<file path="src/design/ahfe_pkg.sv">
package ahfe_pkg;

   localparam int STATION_W = 7;
   localparam int VALUE_W   = 24;
   localparam int CHAR_W    = 8;

   // Default number of frames that can wait between the front and back parts.
   localparam int QUEUE_DEPTH_DEFAULT = 2;

   localparam logic [CHAR_W-1:0] CHAR_COLON = 8'h3A;  // ':'
   localparam logic [CHAR_W-1:0] CHAR_STAR  = 8'h2A;  // '*'
   localparam logic [CHAR_W-1:0] TAG_SHORT  = 8'h53;  // 'S'
   localparam logic [CHAR_W-1:0] TAG_LONG   = 8'h50;  // 'P'

   localparam logic [3:0] POS_COLON      = 4'd0;
   localparam logic [3:0] POS_STATION    = 4'd1;
   localparam logic [3:0] POS_TAG        = 4'd2;
   localparam logic [3:0] POS_FIRST_DATA = 4'd3;
   localparam logic [3:0] DIGITS_SHORT   = 4'd4;
   localparam logic [3:0] DIGITS_LONG    = 4'd6;

   // One classified frame as it waits in the queue.
   typedef struct packed {
      logic [STATION_W-1:0] station;
      logic                 is_long;
      logic [VALUE_W-1:0]   data;
      logic [7:0]           checksum;
   } frame_type;

   typedef struct packed {
      logic full;
      logic empty;
   } queue_status_type;

   function automatic logic [CHAR_W-1:0] hex_char(input logic [3:0] nibble);
      logic [CHAR_W-1:0] ch;
      if (nibble < 4'd10) begin
         ch = 8'h30 + {4'd0, nibble};
      end else begin
         ch = 8'h37 + {4'd0, nibble};
      end
      return ch;
   endfunction

endpackage

</file>
<file path="src/design/ahfe_if.sv">
interface ahfe_req_if;
   import ahfe_pkg::*;

   logic                 valid;
   logic                 ready;
   logic [STATION_W-1:0] station;
   logic [VALUE_W-1:0]   value;
   logic                 kind;

   modport source (output valid, output station, output value, output kind, input ready);
   modport sink   (input valid, input station, input value, input kind, output ready);
endinterface

interface ahfe_rsp_if;
   import ahfe_pkg::*;

   logic              valid;
   logic              ready;
   logic [CHAR_W-1:0] character;
   logic              last;

   modport source (output valid, output character, output last, input ready);
   modport sink   (input valid, input character, input last, output ready);
endinterface

</file>
<file path="src/design/ascii_hex_frame_encoder_core.sv">
//  channel | dir | handshake             | payload
//  req     | in  | req_bus.valid/ready   | station[6:0], value[23:0], kind
//  rsp     | out | rsp_bus.valid/ready   | character[7:0], last
//
//  A short frame has 10 characters and a long frame 12, one character per cycle;
//  the back sequencer emitting one character per output transfer sets the rate.
//  Frames follow each other with no gap while requests keep arriving.
//  Reset is synchronous and empties the queue and the output register.
//  A stall on rsp holds the current character; req keeps being taken until
//  the queue is full.
module ascii_hex_frame_encoder_core #(
   parameter int QUEUE_DEPTH = ahfe_pkg::QUEUE_DEPTH_DEFAULT
) (
   input logic        clock,
   input logic        reset,
   ahfe_req_if.sink   req_bus,
   ahfe_rsp_if.source rsp_bus
);
   import ahfe_pkg::*;

   // The front part checks for room in the queue and classifies each request
   // transfer into a frame descriptor: tag choice and the full checksum are
   // worked out here, so the back part only has to pick characters.
   frame_type        push_frame;
   frame_type        head_frame;
   logic             push;
   logic             pop;
   queue_status_type queue_status;

   ahfe_front u_front (
      .req          (req_bus),
      .queue_status (queue_status),
      .push         (push),
      .frame        (push_frame)
   );

   // Short queue of descriptors, letting requests be taken while the back part
   // is still sending an earlier frame or is stalled by the consumer.
   ahfe_queue #(
      .DEPTH (QUEUE_DEPTH)
   ) u_queue (
      .clock     (clock),
      .reset     (reset),
      .push      (push),
      .push_data (push_frame),
      .pop       (pop),
      .head      (head_frame),
      .status    (queue_status)
   );

   // The back part walks the head descriptor one character per transfer and
   // releases it on the closing '*', which carries the last flag.
   ahfe_back u_back (
      .clock        (clock),
      .reset        (reset),
      .head         (head_frame),
      .queue_status (queue_status),
      .pop          (pop),
      .rsp          (rsp_bus)
   );

endmodule

</file>
<file path="src/design/ahfe_front.sv">
module ahfe_front (
   ahfe_req_if.sink                 req,
   input  ahfe_pkg::queue_status_type queue_status,
   output logic                      push,
   output ahfe_pkg::frame_type       frame
);
   import ahfe_pkg::*;

   logic [CHAR_W-1:0] tag;
   logic [7:0]        sum;

   assign req.ready = !queue_status.full;
   assign push      = req.valid && !queue_status.full;

   assign tag = req.kind ? TAG_LONG : TAG_SHORT;

   // Checksum covers station, tag and every data digit; the high byte only
   // counts in a long frame.
   always_comb begin
      sum = {1'b0, req.station} + tag;
      for (int n = 0; n < 4; n++) begin
         sum = sum + hex_char(req.value[4*n +: 4]);
      end
      if (req.kind) begin
         sum = sum + hex_char(req.value[23:20]) + hex_char(req.value[19:16]);
      end
   end

   always_comb begin
      frame.station  = req.station;
      frame.is_long  = req.kind;
      frame.data     = req.value;
      frame.checksum = sum;
   end

endmodule

</file>
<file path="src/design/ahfe_queue.sv">
module ahfe_queue #(
   parameter int DEPTH = ahfe_pkg::QUEUE_DEPTH_DEFAULT
) (
   input  logic                        clock,
   input  logic                        reset,
   input  logic                        push,
   input  ahfe_pkg::frame_type         push_data,
   input  logic                        pop,
   output ahfe_pkg::frame_type         head,
   output ahfe_pkg::queue_status_type  status
);
   import ahfe_pkg::*;

   localparam int PW = $clog2(DEPTH);
   localparam int CW = $clog2(DEPTH + 1);

   frame_type        slot_ff [DEPTH];
   logic [PW-1:0]    wr_ptr_ff, wr_ptr_in;
   logic [PW-1:0]    rd_ptr_ff, rd_ptr_in;
   logic [CW-1:0]    count_ff, count_in;
   logic             do_push, do_pop;

   assign status.full  = (count_ff == CW'(DEPTH));
   assign status.empty = (count_ff == '0);
   assign do_push      = push && !status.full;
   assign do_pop       = pop && !status.empty;
   assign head         = slot_ff[rd_ptr_ff];

   always_comb begin
      wr_ptr_in = wr_ptr_ff;
      rd_ptr_in = rd_ptr_ff;
      count_in  = count_ff;
      if (do_push) begin
         wr_ptr_in = (wr_ptr_ff == PW'(DEPTH - 1)) ? '0 : wr_ptr_ff + 1'b1;
      end
      if (do_pop) begin
         rd_ptr_in = (rd_ptr_ff == PW'(DEPTH - 1)) ? '0 : rd_ptr_ff + 1'b1;
      end
      if (do_push && !do_pop) begin
         count_in = count_ff + 1'b1;
      end else if (do_pop && !do_push) begin
         count_in = count_ff - 1'b1;
      end
   end

   always_ff @(posedge clock) begin
      if (reset) begin
         wr_ptr_ff <= '0;
         rd_ptr_ff <= '0;
         count_ff  <= '0;
      end else begin
         wr_ptr_ff <= wr_ptr_in;
         rd_ptr_ff <= rd_ptr_in;
         count_ff  <= count_in;
      end
   end

   always_ff @(posedge clock) begin
      if (do_push) begin
         slot_ff[wr_ptr_ff] <= push_data;
      end
   end

endmodule

</file>
<file path="src/design/ahfe_back.sv">
module ahfe_back (
   input  logic                       clock,
   input  logic                       reset,
   input  ahfe_pkg::frame_type        head,
   input  ahfe_pkg::queue_status_type queue_status,
   output logic                       pop,
   ahfe_rsp_if.source                 rsp
);
   import ahfe_pkg::*;

   logic [3:0]        pos_ff, pos_in;
   logic              valid_ff, valid_in;
   logic [CHAR_W-1:0] char_ff, char_in;
   logic              last_ff, last_in;
   logic              load;
   logic [3:0]        sum_pos;
   logic [3:0]        digit;
   logic [2:0]        digit_idx;
   logic [4:0]        bit_base;

   assign rsp.valid     = valid_ff;
   assign rsp.character = char_ff;
   assign rsp.last      = last_ff;

   // The output register takes a new character whenever it is empty or taken.
   assign load = !valid_ff || rsp.ready;

   assign sum_pos   = POS_FIRST_DATA + (head.is_long ? DIGITS_LONG : DIGITS_SHORT);
   assign digit_idx = 3'(pos_ff - POS_FIRST_DATA);
   // Bytes go low first, high nibble of each byte first.
   assign bit_base  = {digit_idx[2:1], ~digit_idx[0], 2'b00};
   assign digit     = head.data[bit_base +: 4];

   always_comb begin
      pos_in   = pos_ff;
      valid_in = valid_ff;
      char_in  = char_ff;
      last_in  = last_ff;
      pop      = 1'b0;
      if (load) begin
         valid_in = !queue_status.empty;
         if (!queue_status.empty) begin
            last_in = 1'b0;
            pos_in  = pos_ff + 1'b1;
            priority if (pos_ff == POS_COLON) begin
               char_in = CHAR_COLON;
            end else if (pos_ff == POS_STATION) begin
               char_in = {1'b0, head.station};
            end else if (pos_ff == POS_TAG) begin
               char_in = head.is_long ? TAG_LONG : TAG_SHORT;
            end else if (pos_ff < sum_pos) begin
               char_in = hex_char(digit);
            end else if (pos_ff == sum_pos) begin
               char_in = hex_char(head.checksum[7:4]);
            end else if (pos_ff == sum_pos + 4'd1) begin
               char_in = hex_char(head.checksum[3:0]);
            end else begin
               char_in = CHAR_STAR;
               last_in = 1'b1;
               pos_in  = POS_COLON;
               pop     = 1'b1;
            end
         end
      end
   end

   always_ff @(posedge clock) begin
      if (reset) begin
         pos_ff   <= POS_COLON;
         valid_ff <= 1'b0;
      end else begin
         pos_ff   <= pos_in;
         valid_ff <= valid_in;
      end
   end

   always_ff @(posedge clock) begin
      char_ff <= char_in;
      last_ff <= last_in;
   end

endmodule

</file>
<file path="src/flat_wrapper.sv">
// flat-port wrapper written by rule: the top's interface ports become plain ports
module ascii_hex_frame_encoder_core_flat import ahfe_pkg::*;
#(
   parameter int QUEUE_DEPTH = ahfe_pkg::QUEUE_DEPTH_DEFAULT
)
  (clock, reset, req_bus_valid, req_bus_station, req_bus_value, req_bus_kind, req_bus_ready, rsp_bus_valid, rsp_bus_character, rsp_bus_last, rsp_bus_ready);
  ahfe_req_if req_bus_i ();
  ahfe_rsp_if rsp_bus_i ();
  input logic clock;
  input logic reset;
  input wire logic [$bits(req_bus_i.valid)-1:0] req_bus_valid;
  input wire logic [$bits(req_bus_i.station)-1:0] req_bus_station;
  input wire logic [$bits(req_bus_i.value)-1:0] req_bus_value;
  input wire logic [$bits(req_bus_i.kind)-1:0] req_bus_kind;
  output wire logic [$bits(req_bus_i.ready)-1:0] req_bus_ready;
  output wire logic [$bits(rsp_bus_i.valid)-1:0] rsp_bus_valid;
  output wire logic [$bits(rsp_bus_i.character)-1:0] rsp_bus_character;
  output wire logic [$bits(rsp_bus_i.last)-1:0] rsp_bus_last;
  input wire logic [$bits(rsp_bus_i.ready)-1:0] rsp_bus_ready;
  assign req_bus_i.valid = req_bus_valid;
  assign req_bus_i.station = req_bus_station;
  assign req_bus_i.value = req_bus_value;
  assign req_bus_i.kind = req_bus_kind;
  assign req_bus_ready = req_bus_i.ready;
  assign rsp_bus_valid = rsp_bus_i.valid;
  assign rsp_bus_character = rsp_bus_i.character;
  assign rsp_bus_last = rsp_bus_i.last;
  assign rsp_bus_i.ready = rsp_bus_ready;
  ascii_hex_frame_encoder_core #(.QUEUE_DEPTH(QUEUE_DEPTH)) u_core (.clock(clock), .reset(reset), .req_bus(req_bus_i), .rsp_bus(rsp_bus_i));
endmodule
</file>
<file path="config.mk">
export PLATFORM = sky130hd
export DESIGN_NAME = ascii_hex_frame_encoder_core_flat
export DESIGN_NICKNAME = d
export VERILOG_FILES = /design/src/design/ahfe_pkg.sv /design/src/design/ahfe_if.sv /design/src/design/ascii_hex_frame_encoder_core.sv /design/src/design/ahfe_front.sv /design/src/design/ahfe_queue.sv /design/src/design/ahfe_back.sv /design/src/flat_wrapper.sv
export SDC_FILE = /design/constraint.sdc
export NUM_CORES = 1
export LEC_CHECK = 0
export ABC_AREA = 1
export BUFFER_PORTS_ARGS = -buffer_cell sky130_fd_sc_hd__buf_2
export CAP_MARGIN = 0
export CORE_MARGIN = 2
export CORE_UTILIZATION = 55
export CTS_BUF_LIST = sky130_fd_sc_hd__clkbuf_8
export CTS_CLUSTER_DIAMETER = 200
export DETAILED_ROUTE_END_ITERATION = 16
export HOLD_SLACK_MARGIN = 0.06
export PLACE_DENSITY = 0.74
export SLEW_MARGIN = 40
export SYNTH_ARGS = -nofsm -noshare
export SYNTH_HDL_FRONTEND = slang
export SYNTH_SLANG_ARGS = --single-unit
</file>
<file path="constraint.sdc">
create_clock -name clock -period 18.3 [get_ports clock]
set_input_delay 3.66 -clock clock [delete_from_list [all_inputs] [get_ports clock]]
set_output_delay 3.66 -clock clock [all_outputs]
set_load 0.02 [all_outputs]
</file>
==> out/metrics.csv <==
stage,metric,value,unit
run_status,status,finished clean,
cells_and_area,Area growth syn-to-layout,9.14,%
drt,Wirelength per Cell,14.7,um
power_and_ir_drop,P_leak,3.09,nW
timing,f_max,114,MHz
cts,hold buffer count at CTS,0,
grt,largest net degree at the start of global routing,47,
synth,Synth Register Bits,98,
timing,post-layout min period,8.81,ns
grt,vias in the first global route,4462,
grt,GRT overflow,0,
power_and_ir_drop,Power Density,148,mW/mm^2
drt,iteration-0 DRC count of the detailed router,278,
grt,overall routing resource usage,0.225,
timing,period utilization,0.481,
placed_design,Post-DP HPWL,9810,um
cells_and_area,most frequent cells in the layout,"138 x nand2_1, 119 x inv_1, 88 x edfxtp_1",
cts,TritonCTS clock tree,done,
cells_and_area,Total Nets Final,821,
timing,"Slew Viols, Final",0,
synth,Mapped Avg Cell Area,9.22,sq um
timing,Clock Skew,0.0131,ns
drt,vias per cell,5.31,
floorplan,die extent in x,110,um
cells_and_area,Finished Cell Area,0.00678,sq mm
drt,Vias,4592,
critical_path,critical path type,input pin to register,
critical_path,Arrival @ worst endpoint,8.91,ns
drt,post-route ant nets,0,
timing,setup TNS,0,ns
cts,TritonCTS buffer count,9,
synth,syn nets,774,
timing,RSZ-0062 raised after global routing,no,
floorplan,Starting Density,0.568,
power_and_ir_drop,peak supply drop,199,uV
flow_run,Max Cap Viol,0,
synth,post-synthesis sequential area ratio,0.457,
grt,first-pass GRT wire length,20400,um
critical_path,crit start category,input pin,
cts,Longest Clk Path Bufs,2,
drt,Remaining DRCs,0,
synth,Post-Syn Instances,674,
synth,Synth warnings,0,
timing,Final Hold Vio Count,0,
timing,Setup Viol. Count Final,0,
floorplan,num rows,38,
drt,DRT Pass-1 Iters,6,
critical_path,"Req. time, crit path",18.40,ns
cts,"Clk pin slew, worst setup/hold paths",0.09,ns
floorplan,core footprint,0.0109,sq mm
grt,initial antenna violation count,0,
cts,H-tree depth,3,
critical_path,CP Capture Type,register,
floorplan,I/O pins,47,
cells_and_area,antenna fix cells,0,
placed_design,PortBufs,45,
synth,"Cell Area, Synth",0.00621,sq mm
worst_hold_path,HP Class,register to register,
cts,clk_lat worst skew,0.36,ns
timing,measured slew at the worst slew-check pin,0.640,ns
cts,Resize count post-CTS,0,
cts,Clock Sinks,98,
cells_and_area,share of cells above drive strength 1,0.119,
cts,Root Driver,clkbuf_8,
timing,max_slew headroom,0.573,
critical_path,R2R Setup Slk,14.37,ns
placed_design,dpl cell area,0.00660,sq mm
placed_design,RD Place Congestion,0.911,
cts,Post-CTS Repair Setup Buffers,0,
drt,Post-Route WL,12700,um
synth,Synth cell types,39,
critical_path,Worst Path Max Fanout,4,
timing,worst hold slack,0.530,ns
floorplan,die height,110,um
floorplan,die area,0.0122,sq mm
cells_and_area,"most common cell after layout, fill and taps aside",nand2_1,
==> synthesized netlist by cell type, drive strengths merged <==
master,number,area (sq um)
a21oi,28,144
o2111ai,1,8.76
ha,34,425
o21ai,58,290
nor2,60,228
a21o,1,7.51
xnor2,3,26.3
or2,8,50.1
dfxtp,10,200
o211ai,8,60.1
o22ai,4,25.0
nor3,3,37.5
nand3,29,150
clkinv,1,3.75
clkbuf,2,7.51
a31oi,3,18.8
nand2,140,536
nand4,3,18.8
fa,30,601
nand3b,4,30.0
xor2,16,140
inv,126,478
edfxtp,88,2640
o31ai,1,7.51
nor4,1,6.26
buf,11,68.8
conb,1,3.75
==> worst paths after layout <==
check / startpoint / endpoint / depth (start not counted)
max: req_bus_value[10] / u_core.u_queue.slot_ff[0][7] / 26
min: u_core.u_queue.rd_ptr_ff / register / 2
max reg2reg: register / u_core.u_queue.count_ff[1] / 18
min reg2reg: u_core.u_queue.rd_ptr_ff / register / 2
==> cell families after synthesis <==
| family | share of synthesized area |
|---|---|
| other | 0.000603 |
| adder cells (fa/ha/maj) | 0.165 |
| flip-flops | 0.457 |
| AND/OR/NAND/NOR | 0.170 |
| buffers and inverters | 0.0898 |
| XOR/XNOR | 0.0268 |
| AO/OA/AOI/OAI | 0.0904 |
==> where the power goes <==
group          internal [mW]  total [mW]  leakage [nW]  switching, mW
logic                  0.203       0.549          2.09          0.345
clock network         0.0617       0.132        0.0943         0.0705
registers              0.309       0.322         0.904         0.0124
total                  0.574        1.00          3.09          0.428
==> metal layers <==
metal | global-route usage | share of wire
met1 | 0.283 | 0.42
met2 | 0.390 | 0.51
met3 | 0.0382 | 0.044
met4 | 0.0830 | 0.023
met5 | 0 | 0
==> critical path, cell delays in order <==
cell	delay, ns
buf_2	0.10
inv_1	0.07
a21oi_1	0.27
inv_1	0.14
a21oi_1	0.21
inv_1	0.09
nor2_1	0.11
a21oi_1	0.07
fa_1	0.50
fa_1	0.53
fa_1	0.55
ha_1	0.17
inv_1	0.07
fa_1	0.39
xnor2_1	0.25
fa_1	0.48
ha_1	0.34
inv_1	0.08
a21oi_1	0.05
o21ai_0	0.21
nand2_1	0.08
a21oi_1	0.17
nand2_1	0.07
nand2_1	0.06
nor2_1	0.04
xor2_1	0.14
==> through the flow <==
step | std cells | utilization | setup slack (ns) | total power [mW]
6_report | 865 | 0.620 | 9.49 | 1.00
5_1_grt | 865 | 0.620 | 9.19 | 1.09
4_1_cts | 865 | 0.620 | 9.52 | 1.00
3_5_place_dp | 850 | 0.603 | 9.13 | 0.869
3_3_place_gp | 848 | 0.601 | 9.34 | 0.833
2_1_floorplan | 674 | - | 9.69 | 0.733
==> flip-flops by register name, summed over array words and instances, names as in the netlist, named ones only <==
register                     cells
u_core.u_back.pos_ff             4
u_core.u_back.rsp.character      7
u_core.u_queue.count_ff          2
u_core.u_queue.wr_ptr_ff         1
u_core.u_queue.slot_ff          80
u_core.u_back.rsp.last           1
u_core.u_back.rsp.valid          1
u_core.u_queue.rd_ptr_ff         1
==> area by class of cell <==
cell class	instances	area, sq um
Fill cell	930	4150
Inverter	127	482
Multi-Input combinational cell	436	2830
Clock inverter	6	58.8
Clock buffer	9	124
Tap cell	140	175
Timing Repair Buffer	49	270
Sequential cell	98	2840
No activity file was read; power rests on OpenSTA's default activity.
